<file path="config.mk">
export PLATFORM = sky130hd
export DESIGN_NAME = hmng_fifo
export DESIGN_NICKNAME = d
export VERILOG_FILES = /design/src/rtl/core/hmng_pkg.sv /design/src/rtl/core/hmng_fifo.sv
export SDC_FILE = /design/constraint.sdc
export NUM_CORES = 1
export LEC_CHECK = 0
export CORE_AREA = 2 2 150 152
export DETAILED_ROUTE_END_ITERATION = 16
export DIE_AREA = 0 0 152 154
export DONT_BUFFER_PORTS = 1
export GPL_ROUTABILITY_DRIVEN = 0
export MAX_ROUTING_LAYER = met4
export PLACE_DENSITY_LB_ADDON = 0.12
export SLEW_MARGIN = 20
export SYNTH_ARGS = -nofsm -noshare
export SYNTH_HDL_FRONTEND = slang
export SYNTH_SLANG_ARGS = --single-unit
</file>
<file path="constraint.sdc">
create_clock -name clk_i -period 7.1 [get_ports clk_i]
set_input_delay 1.065 -clock clk_i [delete_from_list [all_inputs] [get_ports clk_i]]
set_output_delay 1.065 -clock clk_i [all_outputs]
set_load 0.01 [all_outputs]
</file>
<file path="src/rtl/core/hmng_pkg.sv">
// shared types and constants of the heightmap normal generator
// no dependencies; every other file of the block refers to it by scoped names
package hmng_pkg;

  localparam int MaxRowLength = 1024;
  localparam int ColW         = $clog2(MaxRowLength);
  localparam int LenW         = 11;
  localparam int RowW         = 16;
  localparam int HeightBits   = 16;
  localparam int CompW        = 16;
  localparam int MagW         = 50;
  localparam int JobDepth     = 4;
  localparam int JobPtrW      = $clog2(JobDepth);
  localparam int JobCntW      = $clog2(JobDepth + 1);

  localparam logic signed [CompW-1:0] Q14One = 16'sd16384;

  typedef enum logic [2:0] {
    CFG_ROW_LENGTH     = 3'd0,
    CFG_ROW_COUNT      = 3'd1,
    CFG_CELL_SIZE_X    = 3'd2,
    CFG_CELL_SIZE_Z    = 3'd3,
    CFG_HEIGHT_SCALE   = 3'd4,
    CFG_NORMALS_ENABLE = 3'd5
  } cfg_idx_e;

  typedef struct packed {
    logic [LenW-1:0]    row_length;
    logic [RowW-1:0]    row_count;
    logic [15:0]        cell_size_x;
    logic [15:0]        cell_size_z;
    logic signed [15:0] height_scale;
    logic               normals_enable;
  } cfg_t;

  typedef struct packed {
    logic [ColW-1:0]              col;
    logic [RowW-1:0]              row;
    logic signed [HeightBits-1:0] lf;
    logic signed [HeightBits-1:0] rt;
    logic signed [HeightBits-1:0] dn;
    logic signed [HeightBits-1:0] up;
    logic                         last;
  } job_t;

endpackage

</file>
<file path="src/rtl/core/hmng_fifo.sv">
// short job queue between the front end and the normal unit
// depends on hmng_pkg for the job type and depth
module hmng_fifo (
  input  logic           clk_i,
  input  logic           rst_ni,
  input  logic           push_i,
  input  hmng_pkg::job_t data_i,
  output logic           full_o,
  input  logic           pop_i,
  output hmng_pkg::job_t data_o,
  output logic           empty_o
);

  hmng_pkg::job_t                mem_q [hmng_pkg::JobDepth];
  logic [hmng_pkg::JobPtrW-1:0]  wr_q, rd_q;
  logic [hmng_pkg::JobCntW-1:0]  cnt_q;
  logic                          do_push, do_pop;

  assign full_o  = (cnt_q == hmng_pkg::JobCntW'(hmng_pkg::JobDepth));
  assign empty_o = (cnt_q == '0);
  assign data_o  = mem_q[rd_q];
  assign do_push = push_i && !full_o;
  assign do_pop  = pop_i && !empty_o;

  always_ff @(posedge clk_i) begin
    if (do_push) begin
      mem_q[wr_q] <= data_i;
    end
  end

  always_ff @(posedge clk_i or negedge rst_ni) begin
    if (!rst_ni) begin
      wr_q  <= '0;
      rd_q  <= '0;
      cnt_q <= '0;
    end else begin
      if (do_push) begin
        wr_q <= wr_q + 1'b1;
      end
      if (do_pop) begin
        rd_q <= rd_q + 1'b1;
      end
      if (do_push && !do_pop) begin
        cnt_q <= cnt_q + 1'b1;
      end else if (do_pop && !do_push) begin
        cnt_q <= cnt_q - 1'b1;
      end
    end
  end

endmodule

</file>
==> impl_metrics.csv <==
group,metric,value,unit
grt,antenna_found_initial,0,
sta,fin_skew,0.0182,ns
yosys,synth_area_leaders,"edfxtp_1 (81%), mux4_2 (15%), dfrtp_1 (1.3%)",
setup_path,path_class,"reg2out",
grt,grt_pass1_vias,5609,
final_layout,stdcell_area,14900,sq um
power,ir_worst_vdd,0.274,mV
clock_network,ctsResizeCount,0,
routing,via_count,5334,
sta,setup_viol,0,
clock_network,clk_pin_slew,0.06,ns
placed_design,dpl_cell_area,13800,sq um
routing,vias_per_cell,6.33,
grt,grt_max_degree,71,
setup_path,cp_data_required_time,6.03,ns
final_layout,drive_above_1_share,0.269,
floorplanning,dieWidth,152,um
floorplanning,start_util,0.625,
routing,drc,0,
floorplanning,die_area,23400,sq um
yosys,synthDominantCellAreaShare,0.807,
final_layout,n_antenna_cell,0,
clock_network,clock-sinks,371,
power,pwr-share-comb,0.232,
yosys,avgSynthCellArea,26.5,sq um
grt,globalRouteTotalUtil,0.206,
sta,max_freq,245,MHz
routing,drt_iter0_markers,270,
yosys,syn-cell-area,13500,sq um
sta,finalHoldViolations,0,
sta,fin_crit,4.08,ns
routing,wl_per_cell,27.2,um
clock_network,cts_tree,"built",
final_layout,final_nets,637,
clock_network,htree_levels,2,
clock_network,postCtsSetupBuffers,0,
sta,tightest_slew,1.07,ns
power,p_int,4.58,mW
yosys,synth_nets,612,
yosys,yosysSeqAreaShare,0.820,
clock_network,clockBufferDepth,3,
routing,antenna_left,0,
setup_path,cp.arrival,3.02,ns
power,p_seq_frac,0.488,
job,maxCapViolations,0,
final_layout,multiInputGateArea,2280,sq um
final_layout,n_fill_cell,1277,
floorplanning,fp.dieH,154,um
final_layout,fin_util,0.689,
power,p_per_area,426,nW/um^2
power,power.leakage,4.69,nW
grt,grt-ovfl-total,0,
routing,drt_wl_total,22900,um
sta,whs,0.239,ns
floorplanning,core.rowCount,54,
yosys,ys_ff_latch,371,
sta,fin_tns_setup,0,ns
yosys,yosysWarnings,0,
clock_network,hold_buffers,0,
placed_design,dp_hpwl,13300,um
clock_network,clk_latency,0.51,ns
sta,relSlewSlack,0.283,
floorplanning,core,21700,sq um
outcome,outcome,"finished, final reports clean",
floorplanning,io_pins,188,
clock_network,cts_buffers,37,
sta,fin_crit_sh,0.575,
sta,maxSlewViolCount,0,
hold_path,min-delay-path-class,"in2async",
sta,rsz0062_at_grt,"false",
setup_path,cp_max_fo,42,
yosys,synth_top_cell_by_area,"edfxtp_1",
setup_path,cp-end-kind,"output pin",
placed_design,port_buffers,0,
setup_path,startpoint_type,"flip-flop",
final_layout,syn2layout_area_growth,10.2,%
yosys,synth_cell_types,20,
power,p_sw,1.79,mW
clock_network,clk_root_buffer_cell,"clkbuf_16",
yosys,synth_cells,511,
routing,drtPass1Iterations,4,
grt,grt_pass1_wl,34700,um
final_layout,seq_area,11100,sq um
power,clkPwrFrac,0.280,
power,p_sw_frac,0.281,
## stage by stage
step	setup slack, ns	std cells	power (mW)
5_1_grt	2.73	842	6.63
4_1_cts	2.74	841	6.46
2_1_floorplan	3.18	511	4.35
3_3_place_gp	3.36	776	4.61
3_5_place_dp	3.31	776	4.67
6_report	3.02	842	6.37
## state kept, by name, summed over array words and instances, names as in the netlist
signal  cells
mem_q     364
cnt_q       3
rd_q        2
wr_q        2
## synthesized netlist by cell type
master	n
nor2b_1	1
clkbuf_1	1
buf_4	2
edfxtp_1	364
and2_1	4
or3_1	1
buf_2	10
nand2_1	1
xnor2_1	4
nand3_1	1
xor2_1	2
fa_1	1
nor3b_2	1
dfrtp_1	7
inv_1	4
mux4_2	91
buf_6	8
nor2_1	1
mux2_2	2
ha_1	5
## routing by layer
layer	vias to the layer above	track usage	part of all wire
met3	49	0.0722	0.096
met5	-	-	0
met4	0	0.0694	0.027
met1	2814	0.263	0.38
met2	229	0.315	0.50
li1	2242	-	-
## placed cells by master, fill, tap and decap left out, types with 2 or more instances in the layout
| master | instances |
|---|---|
| and2_4 | 4 |
| buf_4 | 6 |
| clkbuf_1 | 13 |
| clkbuf_16 | 39 |
| clkinv_1 | 8 |
| clkinv_2 | 2 |
| dfrtp_1 | 5 |
| dfrtp_4 | 2 |
| edfxtp_1 | 364 |
| ha_1 | 5 |
| inv_1 | 4 |
| mux2_2 | 2 |
| mux4_2 | 91 |
| xnor2_1 | 4 |
| xor2_1 | 2 |
## path summary, 6_finish.rpt
kind,start,slack (ns),cells past startpoint,end
min in group clk_i,cnt_q[2]$_DFFE_PN0P_,0.49,1,cnt_q[2]$_DFFE_PN0P_
setup reg to reg,cnt_q[2]$_DFFE_PN0P_,4.16,4,mem_q[0][27]$_DFFE_PP_
hold reg to reg,cnt_q[2]$_DFFE_PN0P_,0.49,1,cnt_q[2]$_DFFE_PN0P_
max in group asynchronous,rst_ni,6.78,0,rd_q[0]$_DFFE_PN0P_
hold / removal,rst_ni,0.24,0,rd_q[1]$_DFFE_PN0P_
setup / recovery,rd_q[0]$_DFFE_PN0P_,3.02,3,data_o[18]
## power groups by stage
stage	clock, mW	combinational, mW	sequential [mW]
global placement	0	1.47	3.14
CTS	1.82	1.51	3.12
global route	1.91	1.57	3.16
detailed placement	0	1.50	3.16
finish	1.78	1.48	3.11
floorplan	0	1.31	3.04
## cell families (layout without fill, tap and decap cells)
| kind of cell | count (synthesis) | in the layout | synth area share |
|---|---|---|---|
| xor+xnor | 6 | 6 | 0.00388 |
| flops | 371 | 371 | 0.820 |
| buf+inv | 25 | 76 | 0.0128 |
| fa+ha+maj | 6 | 6 | 0.00609 |
| simple gates | 10 | 10 | 0.00462 |
| mux | 93 | 93 | 0.153 |
## critical path, cell delays in order (launching register included)
cell and delay [ns]:
dfrtp_4 0.98, buf_4 0.59, buf_12 0.31, mux4_2 0.60
## layout make-up
class                           instances  share of cell area
Timing Repair Buffer                    7             0.00436
Multi-Input combinational cell        115               0.153
Tap cell                              280              0.0235
Inverter                                4             0.00101
Clock inverter                         13             0.00578
Sequential cell                       371               0.744
Clock buffer                           52              0.0686
No activity file was read; power rests on OpenSTA's default activity.
